**src/sv/height_to_normal_map_top_assert.svh**
```systemverilog
// Assertion macros used by the height to normal map top level.
`ifndef HEIGHT_TO_NORMAL_MAP_TOP_ASSERT_SVH
`define HEIGHT_TO_NORMAL_MAP_TOP_ASSERT_SVH
// Same-cycle implication, checked on every rising edge outside reset.
`define HNM_ASSERT_IMP(lbl, ante, cons, msg) \
  lbl: assert property (@(posedge clk) disable iff (rst) (ante) |-> (cons)) else $error(msg);
// Next-cycle implication, checked on every rising edge outside reset.
`define HNM_ASSERT_NXT(lbl, ante, cons, msg) \
  lbl: assert property (@(posedge clk) disable iff (rst) (ante) |=> (cons)) else $error(msg);
`endif

```
**src/sv/hnm_pkg.sv**
```systemverilog
// Types and constants shared by the height to normal map modules.
package hnm_pkg;
  localparam int EFF_W_BITS = 14;
  localparam int EFF_H_BITS = 17;
  localparam logic [17:0] D_BIAS = 18'd65025;
  localparam logic [29:0] SQ_BLUE = 30'd1065369600;
  localparam logic OP_SAMPLE = 1'b0;
  localparam logic OP_DRAIN = 1'b1;
  localparam logic CFG_WIDTH = 1'b0;
  localparam logic CFG_HEIGHT = 1'b1;

  typedef enum logic [2:0] {
    S_IDLE, S_RD0, S_RD1, S_RD2, S_CALC
  } hnm_state_t;

  typedef enum logic [1:0] {
    U_IDLE, U_SQ, U_MUL, U_DONE
  } hnm_ustate_t;

  typedef struct packed {
    logic       valid;
    logic [7:0] red;
    logic [7:0] green;
    logic [7:0] blue;
  } hnm_res_t;
endpackage

```
**src/sv/hnm_normal.sv**
```systemverilog
// Iterative normal unit: bit-wise search of floor(num / sqrt(d)) per channel.
module hnm_normal (
  input  logic             clk,
  input  logic             rst,
  input  logic             start,
  input  logic [7:0]       h,
  input  logic [7:0]       right,
  input  logic [7:0]       nxt,
  input  logic             ack,
  output logic             busy,
  output hnm_pkg::hnm_res_t res
);
  hnm_pkg::hnm_ustate_t ust, ust_next;
  logic [17:0] d;
  logic [29:0] sq_r, sq_g;
  logic        neg_r, neg_g;
  logic [1:0]  ch;
  logic [2:0]  bitpos;
  logic [7:0]  t;
  logic [16:0] qq;
  logic [7:0]  red, green, blue;

  logic signed [8:0] da, db;
  logic [7:0]  ma, mb;
  logic [15:0] aa, bb;
  logic [7:0]  cand;
  logic [8:0]  q;
  logic [34:0] prod;
  logic [29:0] sq_cur;
  logic        neg_cur, pass, last_bit;
  logic [7:0]  tf, tmin, val;
  logic [8:0]  psum;

  always_comb begin
    da = $signed({1'b0, h}) - $signed({1'b0, right});
    db = $signed({1'b0, h}) - $signed({1'b0, nxt});
    ma = da[8] ? 8'(-da) : da[7:0];
    mb = db[8] ? 8'(-db) : db[7:0];
    aa = ma * ma;
    bb = mb * mb;
    case (ch)
      2'd0:    begin sq_cur = sq_r; neg_cur = neg_r; end
      2'd1:    begin sq_cur = sq_g; neg_cur = neg_g; end
      default: begin sq_cur = hnm_pkg::SQ_BLUE; neg_cur = 1'b0; end
    endcase
    cand = t | (8'd1 << bitpos);
    // Positive: largest t with t*t*d <= sq. Negative: largest t with t*t*d < sq.
    q = {1'b0, cand};
    prod = 35'(qq) * 35'(d);
    pass = neg_cur ? (prod < 35'(sq_cur)) : (prod <= 35'(sq_cur));
    last_bit = (bitpos == 3'd0);
    tf = pass ? cand : t;
    psum = 9'd128 + {1'b0, tf};
    tmin = (tf == 8'd255) ? 8'd255 : tf + 8'd1;
    if (neg_cur) begin
      val = (tmin > 8'd128) ? 8'd0 : 8'(8'd128 - tmin);
    end else begin
      val = psum[8] ? 8'd255 : psum[7:0];
    end
  end

  always_comb begin
    ust_next = ust;
    case (ust)
      hnm_pkg::U_IDLE: if (start) ust_next = hnm_pkg::U_SQ;
      hnm_pkg::U_SQ:   ust_next = hnm_pkg::U_MUL;
      hnm_pkg::U_MUL: begin
        if (last_bit && ch == 2'd2) ust_next = hnm_pkg::U_DONE;
        else ust_next = hnm_pkg::U_SQ;
      end
      hnm_pkg::U_DONE: if (ack) ust_next = hnm_pkg::U_IDLE;
      default:         ust_next = hnm_pkg::U_IDLE;
    endcase
  end

  always_ff @(posedge clk) begin
    if (rst) begin
      ust <= hnm_pkg::U_IDLE;
    end else begin
      ust <= ust_next;
    end
  end

  always_ff @(posedge clk) begin
    case (ust)
      hnm_pkg::U_IDLE: begin
        d <= 18'(aa) + 18'(bb) + hnm_pkg::D_BIAS;
        sq_r <= {aa, 14'd0};
        sq_g <= {bb, 14'd0};
        neg_r <= da[8];
        neg_g <= !db[8] && (db != 9'sd0);
        ch <= 2'd0;
        bitpos <= 3'd7;
        t <= 8'd0;
      end
      hnm_pkg::U_SQ: qq <= q * q;
      hnm_pkg::U_MUL: begin
        if (last_bit) begin
          case (ch)
            2'd0:    red <= val;
            2'd1:    green <= val;
            default: blue <= val;
          endcase
          ch <= ch + 2'd1;
          t <= 8'd0;
        end else begin
          t <= tf;
        end
        bitpos <= bitpos - 3'd1;
      end
      default: ;
    endcase
  end

  assign busy = (ust != hnm_pkg::U_IDLE);
  assign res = '{valid: (ust == hnm_pkg::U_DONE), red: red, green: green, blue: blue};
endmodule

```
**config.mk**
```make
export PLATFORM = sky130hd
export DESIGN_NAME = hnm_normal
export DESIGN_NICKNAME = d
export VERILOG_FILES = /design/src/sv/height_to_normal_map_top_assert.svh /design/src/sv/hnm_pkg.sv /design/src/sv/hnm_normal.sv
export SDC_FILE = /design/constraint.sdc
export NUM_CORES = 1
export LEC_CHECK = 0
export ABC_CLOCK_PERIOD_IN_PS = 13050
export BUFFER_PORTS_ARGS = -buffer_cell sky130_fd_sc_hd__buf_2
export CAP_MARGIN = 20
export CORE_AREA = 2 2 230 232
export DETAILED_ROUTE_END_ITERATION = 16
export DIE_AREA = 0 0 232 234
export SYNTH_ARGS = -nofsm -noshare
export SYNTH_HDL_FRONTEND = slang
export SYNTH_SLANG_ARGS = --single-unit
```
**constraint.sdc**
```tcl
create_clock -name clk -period 13.05 [get_ports clk]
set_input_delay 2.61 -clock clk [delete_from_list [all_inputs] [get_ports clk]]
set_output_delay 2.61 -clock clk [all_outputs]
set_load 0.01 [all_outputs]
```
Yosys cells after proc, flatten, opt, wreduce, memory -nomap -nowiden
Cells that the tools add are included.
{"block": "classes", "add_sub_neg": 11, "n_mul": 4, "div": 0, "order_cmp": 3, "eq_ne": 9, "shifts": 1, "muxes": 19, "bitwise": 2, "reduce_logical": 15}
{"op": "two-way mux 8 bit", "n": 8}
{"op": "one-hot mux 30 bit (2 select lines)", "n": 1}
{"op": "multiplier 8 x 8 -> 16 bit", "n": 3}
{"op": "<= comparator 35 x 30 -> 1 bit", "n": 1}
{"op": "less-than comparator 35 x 30 -> 1 bit", "n": 1}
{"op": "multiplier 17 x 18 -> 35 bit", "n": 1}
{"op": "adder 17 x 16 -> 18 bit, second input constant", "n": 1}
{"op": "subtractor 8 x 8 -> 9 bit", "n": 2}
{"op": "adder 16 x 16 -> 17 bit", "n": 1}
{"op": "negator 8 bit", "n": 2}
{"op": "one-hot mux 8 bit (2 select lines)", "n": 1}
{"op": "adder 8 x 8 -> 9 bit, first input constant", "n": 1}
{"op": "AND reduction 3 bit", "n": 3}
{"op": "nonzero test 9 bit", "n": 1}
{"op": "adder 8 x 1 -> 8 bit, second input constant", "n": 1}
{"op": "== test 8 bit, second input constant", "n": 1}
{"op": "> comparator 8 bit, second input constant", "n": 1}
{"op": "two-way mux 2 bit", "n": 4}
{"op": "bitwise OR 8 bit", "n": 1}
{"op": "one-hot mux 2 bit (4 select lines)", "n": 1}
{"op": "<< shifter 1 x 3 -> 8 bit, first input constant", "n": 1}
{"op": "subtractor 8 bit, first input constant", "n": 1}
{"op": "== test 2 bit, second input constant", "n": 3}
{"op": "!= test 2 bit, second input constant", "n": 3}
{"op": "other kinds (15)", "n": 20}
{"block": "totals", "regBits": 108, "latch_bits": 0, "ram_bits": 0, "rom_bits": 0, "inputBits": 28, "output_inout_bits": 26, "wordCells": 77, "n_memories": 0}

Depth between registers and ports, before layout
Gate-level depths: netlist of run 1.
{"block": "logic_depth", "depth_word": 10, "mapped_depth": 52, "ltp_nobuf": 48}

Worst setup path after synthesis of run 1
No wires, ideal clock.
{"block": "synth_timing", "kind": "flip-flop to flip-flop", "startpoint": "register qq[7]", "endpoint": "register blue[6], data pin", "setup_ns": 0.184, "arrival_time_ns": 10.003, "t_required_ns": 12.866, "setup_slack_ns": 2.863, "path_stages_with_launch": 49, "path_buffers": 3, "period_less_slack_ns": 10.187, "cell_sequence": "edfxtp_1 -> clkbuf_1 -> nand2_1 -> fa_1 -> fa_1 -> inv_1 -> ha_1 -> fa_1 -> inv_1 -> fa_1 -> fa_1 -> inv_1 -> ha_1 -> a21o_1 -> a31o_4 -> a211oi_4 -> o21ai_0 -> a21oi_1 -> [13 not listed] -> a211oi_2 -> and3_1 -> buf_6 -> buf_6 -> nor2_1 -> nor2_1 -> ha_1 -> nand2_1 -> nor4_1 -> a32oi_1 -> a21oi_1 -> nand2_1 -> and2_1 -> ha_1 -> o21ai_1 -> nor4b_4 -> o311a_1 -> o31ai_2"}
{"block": "synth_between", "elab_chain_len": 9, "word_cells_on_any_way": 14, "classes_between": "add/sub: 3; mul: 1; order compare: 3; eq/ne: 1; mux: 6"}
{"element": "from (decl)", "line": "hnm_normal.sv:20", "rtl": "logic [16:0] qq;"}
{"element": "from (signal assigned)", "line": "hnm_normal.sv:96", "rtl": "hnm_pkg::U_SQ: qq <= q * q;"}
{"element": "multiplier 17 x 18 -> 35 bit *", "line": "hnm_normal.sv:49", "rtl": "prod = 35'(qq) * 35'(d);"}
{"element": "<= comparator 35 x 30 -> 1 bit or less-than comparator 35 x 30 -> 1 bit (tied branches)", "line": "hnm_normal.sv:50", "rtl": "pass = neg_cur ? (prod < 35'(sq_cur)) : (prod <= 35'(sq_cur));"}
{"element": "two-way mux 1 bit *", "line": "hnm_normal.sv:50"}
{"element": "two-way mux 8 bit *", "line": "hnm_normal.sv:52", "rtl": "tf = pass ? cand : t;"}
{"element": "adder 8 x 1 -> 8 bit or == test 8 bit (tied branches)", "line": "hnm_normal.sv:54", "rtl": "tmin = (tf == 8'd255) ? 8'd255 : tf + 8'd1;"}
{"element": "two-way mux 8 bit", "line": "hnm_normal.sv:54"}
{"element": "subtractor 8 bit or > comparator 8 bit (tied branches)", "line": "hnm_normal.sv:56", "rtl": "val = (tmin > 8'd128) ? 8'd0 : 8'(8'd128 - tmin);"}
{"element": "two-way mux 8 bit", "line": "hnm_normal.sv:56"}
{"element": "two-way mux 8 bit *", "line": "hnm_normal.sv:55", "rtl": "if (neg_cur) begin"}
{"element": "via val[6]", "line": "hnm_normal.sv:31", "rtl": "logic [7:0] tf, tmin, val;"}
{"element": "to (signal assigned)", "line": "hnm_normal.sv:102", "rtl": "default: blue <= val;"}
{"element": "to (decl)", "line": "hnm_normal.sv:21", "rtl": "logic [7:0] red, green, blue;"}
The timed path passes the listed nets; every way through them passes the cells marked *.
A chain may end at the register's enable or synchronous reset.

Worst setup path after layout of run 1
{"block": "layout_timing", "startpoint": "register qq[7]", "endpoint": "register red[6], data pin"}
{"block": "layout_between", "elab_chain_len": 9, "word_cells_on_any_way": 14, "classes_between": "add/sub: 3; mul: 1; order compare: 3; eq/ne: 1; mux: 6"}
{"element": "multiplier 17 x 18 -> 35 bit *", "line": "hnm_normal.sv:49"}
{"element": "<= comparator 35 x 30 -> 1 bit or less-than comparator 35 x 30 -> 1 bit (tied branches)", "line": "hnm_normal.sv:50"}
{"element": "two-way mux 1 bit *", "line": "hnm_normal.sv:50"}
{"element": "two-way mux 8 bit *", "line": "hnm_normal.sv:52"}
{"element": "adder 8 x 1 -> 8 bit or == test 8 bit (tied branches)", "line": "hnm_normal.sv:54"}
{"element": "two-way mux 8 bit", "line": "hnm_normal.sv:54"}
{"element": "subtractor 8 bit or > comparator 8 bit (tied branches)", "line": "hnm_normal.sv:56"}
{"element": "two-way mux 8 bit", "line": "hnm_normal.sv:56"}
{"element": "two-way mux 8 bit *", "line": "hnm_normal.sv:55"}
{"element": "via val[6]", "line": "hnm_normal.sv:31"}
{"element": "to (signal assigned)", "line": "hnm_normal.sv:100", "rtl": "2'd0: red <= val;"}
{"element": "to (decl)", "line": "hnm_normal.sv:21"}
Marks and branches as above.

==> results of run 1 <==
==> flip-flops by register name (all words and copies together) (netlist names) <==
register  cells
ust           2
bitpos        3
green         8
ch            2
sq_r         15
d            18
neg_r         1
red           8
blue          8
neg_g         1
sq_g         15
qq           15
t             8
==> how the worst min path moves through the flow <==
stage / from / endpoint / slack (ns) / cells past startpoint
6_report: ust[0]$_SDFFE_PP0P_ / ust[0]$_SDFFE_PP0P_ / 0.61 / 3
4_1_cts: ust[0]$_SDFFE_PP0P_ / ust[0]$_SDFFE_PP0P_ / 0.61 / 3
3_5_place_dp: ust[0]$_SDFFE_PP0P_ / ust[0]$_SDFFE_PP0P_ / 0.60 / 3
5_1_grt: bitpos[0]$_SDFFCE_PN1P_ / bitpos[0]$_SDFFCE_PN1P_ / 0.67 / 1
3_3_place_gp: ust[0]$_SDFFE_PP0P_ / ust[0]$_SDFFE_PP0P_ / 0.56 / 3
2_1_floorplan: ust[1]$_SDFFE_PP0P_ / ust[1]$_SDFFE_PP0P_ / 0.52 / 3
==> critical path: cells and delay by family (launching register included) <==
| kind | cells | cell delay, ns |
|---|---|---|
| flip-flops | 1 | 0.77 |
| buffers and inverters | 3 | 0.13 |
| XOR/XNOR | 1 | 0.12 |
| adder cells (fa/ha/maj) | 10 | 4.02 |
| AO/OA/AOI/OAI | 18 | 4.34 |
| AND/OR/NAND/NOR | 13 | 2.31 |
==> cells by family (layout without fill, tap and decap cells) <==
kind of cell	count (synthesis)	count (layout)	synth area share
AND/OR/NAND/NOR	597	597	0.140
adder cells (fa/ha/maj)	587	587	0.461
buffers and inverters	520	538	0.0955
AO/OA/AOI/OAI	301	301	0.102
XOR/XNOR	111	111	0.0472
flip-flops	104	104	0.151
multiplexers	5	5	0.00285
other	1	5	0.000182
==> through the flow <==
step	hold WS, ns	util	std cells	setup WS, ns	area [µm²]
finish	0.614	0.420	2936	1.15	21800
global route	0.670	0.420	2936	0.199	21800
CTS	0.614	0.420	2936	1.24	21800
detailed placement	0.597	0.414	2920	1.32	21600
global placement	0.561	0.414	2920	1.58	21600
floorplan	0.523	-	2230	2.86	20600
==> cell usage in the layout, fill, tap and decap left out, types with 7 or more instances in the layout <==
| master | n |
|---|---|
| inv_1 | 463 |
| ha_1 | 299 |
| fa_1 | 288 |
| nand2_1 | 218 |
| and2_1 | 131 |
| nor2_1 | 127 |
| edfxtp_1 | 102 |
| a21oi_1 | 97 |
| xnor2_1 | 81 |
| buf_2 | 53 |
| o21bai_1 | 33 |
| o21ai_0 | 33 |
| a21o_1 | 33 |
| xor2_1 | 30 |
| nor2b_1 | 17 |
| nor3_1 | 17 |
| or2_2 | 15 |
| nand3_1 | 13 |
| a22oi_1 | 11 |
| o21a_1 | 10 |
| and3_1 | 10 |
| nand4_1 | 10 |
| clkbuf_16 | 9 |
| nand2b_1 | 8 |
| a22o_1 | 8 |
| a211oi_1 | 7 |
| or3_1 | 7 |
| o31ai_1 | 7 |
==> cell type report <==
class	instances	share of cell area
multi-input cells	1606	0.712
flip-flops and latches	104	0.142
inverters	464	0.0797
well taps	688	0.0394
repair buffers	58	0.0139
clock buffers	9	0.0103
clock inverters	7	0.00286
==> routing by layer <==
| metal | vias up | GRT usage | part of all wire |
|---|---|---|---|
| met5 | - | 0 | 0 |
| met4 | 0 | 0.0437 | 0.021 |
| met3 | 61 | 0.0188 | 0.034 |
| met2 | 279 | 0.321 | 0.49 |
| met1 | 7348 | 0.251 | 0.46 |
| li1 | 7127 | - | - |
==> impl_metrics.ini, run 1 <==
[outcome]
status = finished clean

[layout]
regArea_mm2 = 0.00310
nets = 2858
syn_to_final_growth_pct = 6.03
num-fill-cells = 5128
diodes = 0
multiInputGateArea_mm2 = 0.0155
layout-drive-gt1-share = 0.0512

[route]
vias_per_cell = 5.05
via_count = 14815
routed_wl_mm = 48.0
ant_nets = 0
wire_per_inst_um = 16.4
drt_iter0_drc = 727
route.detailed.drc = 0
drt_first_pass_iters = 7

[worst_setup_path]
crit_required_ns = 13.22
r2r_slack_ns = 1.15
path_class = reg2reg
crit_path_end = red[6]$_DFFE_PP_
crit_start = qq[7]$_DFFE_PN_
worstPathMaxFanout = 18
reg2regPathDepth = 45
crit_arrival_ns = 12.07
critPathMaxStageDelay_ns = 0.77
crit_path_top_delay_cell = edfxtp_1
r2r-end = red[6]$_DFFE_PP_
end_kind = flip-flop
rr_startpoint = qq[7]$_DFFE_PN_
cp-start-kind = flip-flop

[placement]
hpwl_mm = 39.8
place_congestion = 0.900
portBuffers = 53

[synthesis]
synthFlopType = edfxtp_1
synth_area_leader_cell = fa_1
synth_edf_count = 102
seq_area_frac_synth = 0.151
synthArstFlopShare = 0
syn_inst = 2226
ys_ff_latch = 104
avgSynthCellArea_um2 = 9.25
ys_types = 85
ys_warn_count = 0
synthTopCellsByArea = fa_1, ha_1, edfxtp_1
yosysMostFrequentCell = inv_1
yosysTopAreaCellShare = 0.280
synth_common_cells = inv_1, ha_1, fa_1
syn_area_mm2 = 0.0206

[timing]
period_share = 0.912
rsz0062_at_grt = no
skew_ns = 0.0168
layout_min_cycle_time_ns = 11.90
maxSlewViolCount = 0
worst_pin_slew_ns = 1.06
final_hold_viol_count = 0
finalSetupTns_ns = 0
max-slew-margin-rel = 0.290
max_freq_mhz = 84.0
setup_viol = 0

[clock_tree]
clk_pin_slew_ns = 0.09
cts_buffers = 9
clockBufferDepth = 2
root_buffer = clkbuf_16
cts_tree = yes
cts-resized-gates = 0
clk_latency_ns = 0.37
cts_max_level = 3
cts.sinks = 104
hold_buffers = 0
postCtsSetupRepairBufs = 0

[min_path]
hold_path_class = reg2reg

[global_routing]
overflow = 0
grt_pass1_wl_mm = 80.8
grt_pass1_vias = 15843
antenna_found_initial = 0
grt_max_degree = 51
grt_util_all_layers = 0.186

[floorplan]
start_util = 0.396
dieHeight_um = 234
dieArea_mm2 = 0.0543
rows = 84
io_pins = 54
coreArea_mm2 = 0.0520
dieWidth_um = 232

[run]
cap_viol_max_count = 0
Power of run 1 is not shown: default switching activity piles up to over one toggle a cycle in this logic, so the estimate is an artifact.
==> run 2: changes to the inputs <==
- CORE_AREA: 2 2 230 232 -> 2 2 189 191
- DIE_AREA: 0 0 232 234 -> 0 0 191 193
- PLACE_DENSITY: not set -> 0.76
==> run 2 against run 1 <==
- die area shrank 32%
- largest cell class unchanged
- maximum frequency up 0.98%
- non-clock buffer count decreased by 3
- sequential cell count did not move
- global-route usage grew 7.8 points
- hold slack worse by 0.0087 ns
- sequential share of layout area grew 0.20 points
- clock skew decreased by 0.0028 ns
- count of clock-buffer cells in the layout unchanged
- utilization up 20 points
==> impl_metrics.ini, run 2 (synthesized netlist as in run 1, its figures left out) <==
[worst_setup_path]
reg2regPathDepth = 45
r2r_slack_ns = 1.26
worstPathMaxFanout = 18
path_class = reg2reg
cp-start-kind = flip-flop
crit_required_ns = 13.21
r2r-end = green[6]$_DFFE_PP_
crit_arrival_ns = 11.95
end_kind = flip-flop
rr_startpoint = qq[7]$_DFFE_PN_
critPathMaxStageDelay_ns = 0.75
crit_path_top_delay_cell = edfxtp_1

[clock_tree]
postCtsSetupRepairBufs = 0
root_buffer = clkbuf_16
hold_buffers = 0
cts.sinks = 104
clk_pin_slew_ns = 0.08
cts-resized-gates = 0
cts_buffers = 9
clockBufferDepth = 2
cts_tree = yes
cts_max_level = 3
clk_latency_ns = 0.37

[global_routing]
grt_max_degree = 51
grt_pass1_wl_mm = 77.5
antenna_found_initial = 0
overflow = 0
grt_pass1_vias = 15950
grt_util_all_layers = 0.264

[layout]
top_register = d
syn_to_final_growth_pct = 4.55
nets = 2855
layout_commonest_cell = inv_1
final_cell_mix = inv_1, ha_1, fa_1
num-fill-cells = 2889
regArea_mm2 = 0.00310
multiInputGateArea_mm2 = 0.0155
fin_cells = 2706
largest_reg_flops = 18
layout-drive-gt1-share = 0.0490
diodes = 0

[floorplan]
start_util = 0.589
dieHeight_um = 193
coreArea_mm2 = 0.0350
io_pins = 54
dieWidth_um = 191
dieArea_mm2 = 0.0369
rows = 69

[route]
drt_iter0_drc = 955
route.detailed.drc = 0
drt_first_pass_iters = 5
ant_nets = 0
routed_wl_mm = 45.2
wl_met3_mm = 2.28
wl_met1_mm = 19.7
wire_per_inst_um = 16.7
dr_wl_met2_mm = 22.0
via_count = 14877
top_layer_used = met4
vias_per_cell = 5.50

[timing]
worst_pin_slew_ns = 1.15
finalSetupTns_ns = 0
rsz0062_at_grt = no
setup_viol = 0
period_share = 0.903
final_hold_viol_count = 0
max-slew-margin-rel = 0.234
maxSlewViolCount = 0
skew_ns = 0.0140
max_freq_mhz = 84.8
layout_min_cycle_time_ns = 11.79

[min_path]
min_from = ust[0]$_SDFFE_PP0P_
holdPathEnd = ust[0]$_SDFFE_PP0P_
hold_depth = 3
hold_path_class = reg2reg

[placement]
placed_cells = 2689
place_congestion = 0.907
hpwl_mm = 38.0
portBuffers = 53

[outcome]
status = finished clean

[run]
cap_viol_max_count = 0
run 2: cell types whose count changed in the layout (fill, tap and decap cells not counted):
| cell | before | now |
|---|---|---|
| buf_12 | 0 | 1 |
| buf_4 | 5 | 1 |
| inv_8 | 2 | 0 |
| clkinv_4 | 2 | 1 |
| clkinv_2 | 1 | 0 |
| clkinv_1 | 0 | 2 |
| inv_6 | 2 | 4 |
run 2: how the worst max path moves through the flow:
| stage | depth (start not counted) | end | slack, ns | startpoint |
|---|---|---|---|---|
| after global placement | 45 | green[4]$_DFFE_PP_ | 1.77 | qq[7]$_DFFE_PN_ |
| after floorplan | 48 | blue[6]$_DFFE_PP_ | 2.86 | qq[7]$_DFFE_PN_ |
| final | 45 | green[6]$_DFFE_PP_ | 1.26 | qq[7]$_DFFE_PN_ |
| after detailed placement | 45 | green[1]$_DFFE_PP_ | 1.43 | qq[7]$_DFFE_PN_ |
| after CTS | 45 | blue[4]$_DFFE_PP_ | 1.37 | qq[7]$_DFFE_PN_ |
| after global routing | 46 | green[4]$_DFFE_PP_ | 0.33 | qq[7]$_DFFE_PN_ |
run 2: per-stage QoR:
stage | util | instance area (µm²) | worst slack (ns) | hold slack [ns]
6_report | 0.616 | 21500 | 1.26 | 0.606
5_1_grt | 0.616 | 21500 | 0.328 | 0.665
4_1_cts | 0.615 | 21500 | 1.37 | 0.611
3_5_place_dp | 0.608 | 21200 | 1.43 | 0.592
3_3_place_gp | 0.608 | 21200 | 1.77 | 0.559
2_1_floorplan | - | 20600 | 2.86 | 0.523
run 2: layout make-up:
type | count | share of cell area
repair buffers | 55 | 0.0136
multi-input cells | 1606 | 0.722
clock buffers | 9 | 0.0105
clock inverters | 7 | 0.00238
well taps | 461 | 0.0268
flip-flops and latches | 104 | 0.144
inverters | 464 | 0.0809
run 2: layer usage:
| layer | track usage | up-vias |
|---|---|---|
| li1 | - | 7119 |
| met1 | 0.351 | 7212 |
| met2 | 0.454 | 463 |
| met3 | 0.0271 | 83 |
| met4 | 0.0888 | 0 |
| met5 | 0 | - |
run 2: critical path: cells and delay by family (launching register included):
family / cells / cell delay [ns]
compound gates: 18 / 4.31
fa+ha+maj: 10 / 3.99
simple gates: 13 / 2.28
flops: 1 / 0.75
buf+inv: 3 / 0.13
xor+xnor: 1 / 0.10
Power of run 2 is left out for the same reason.
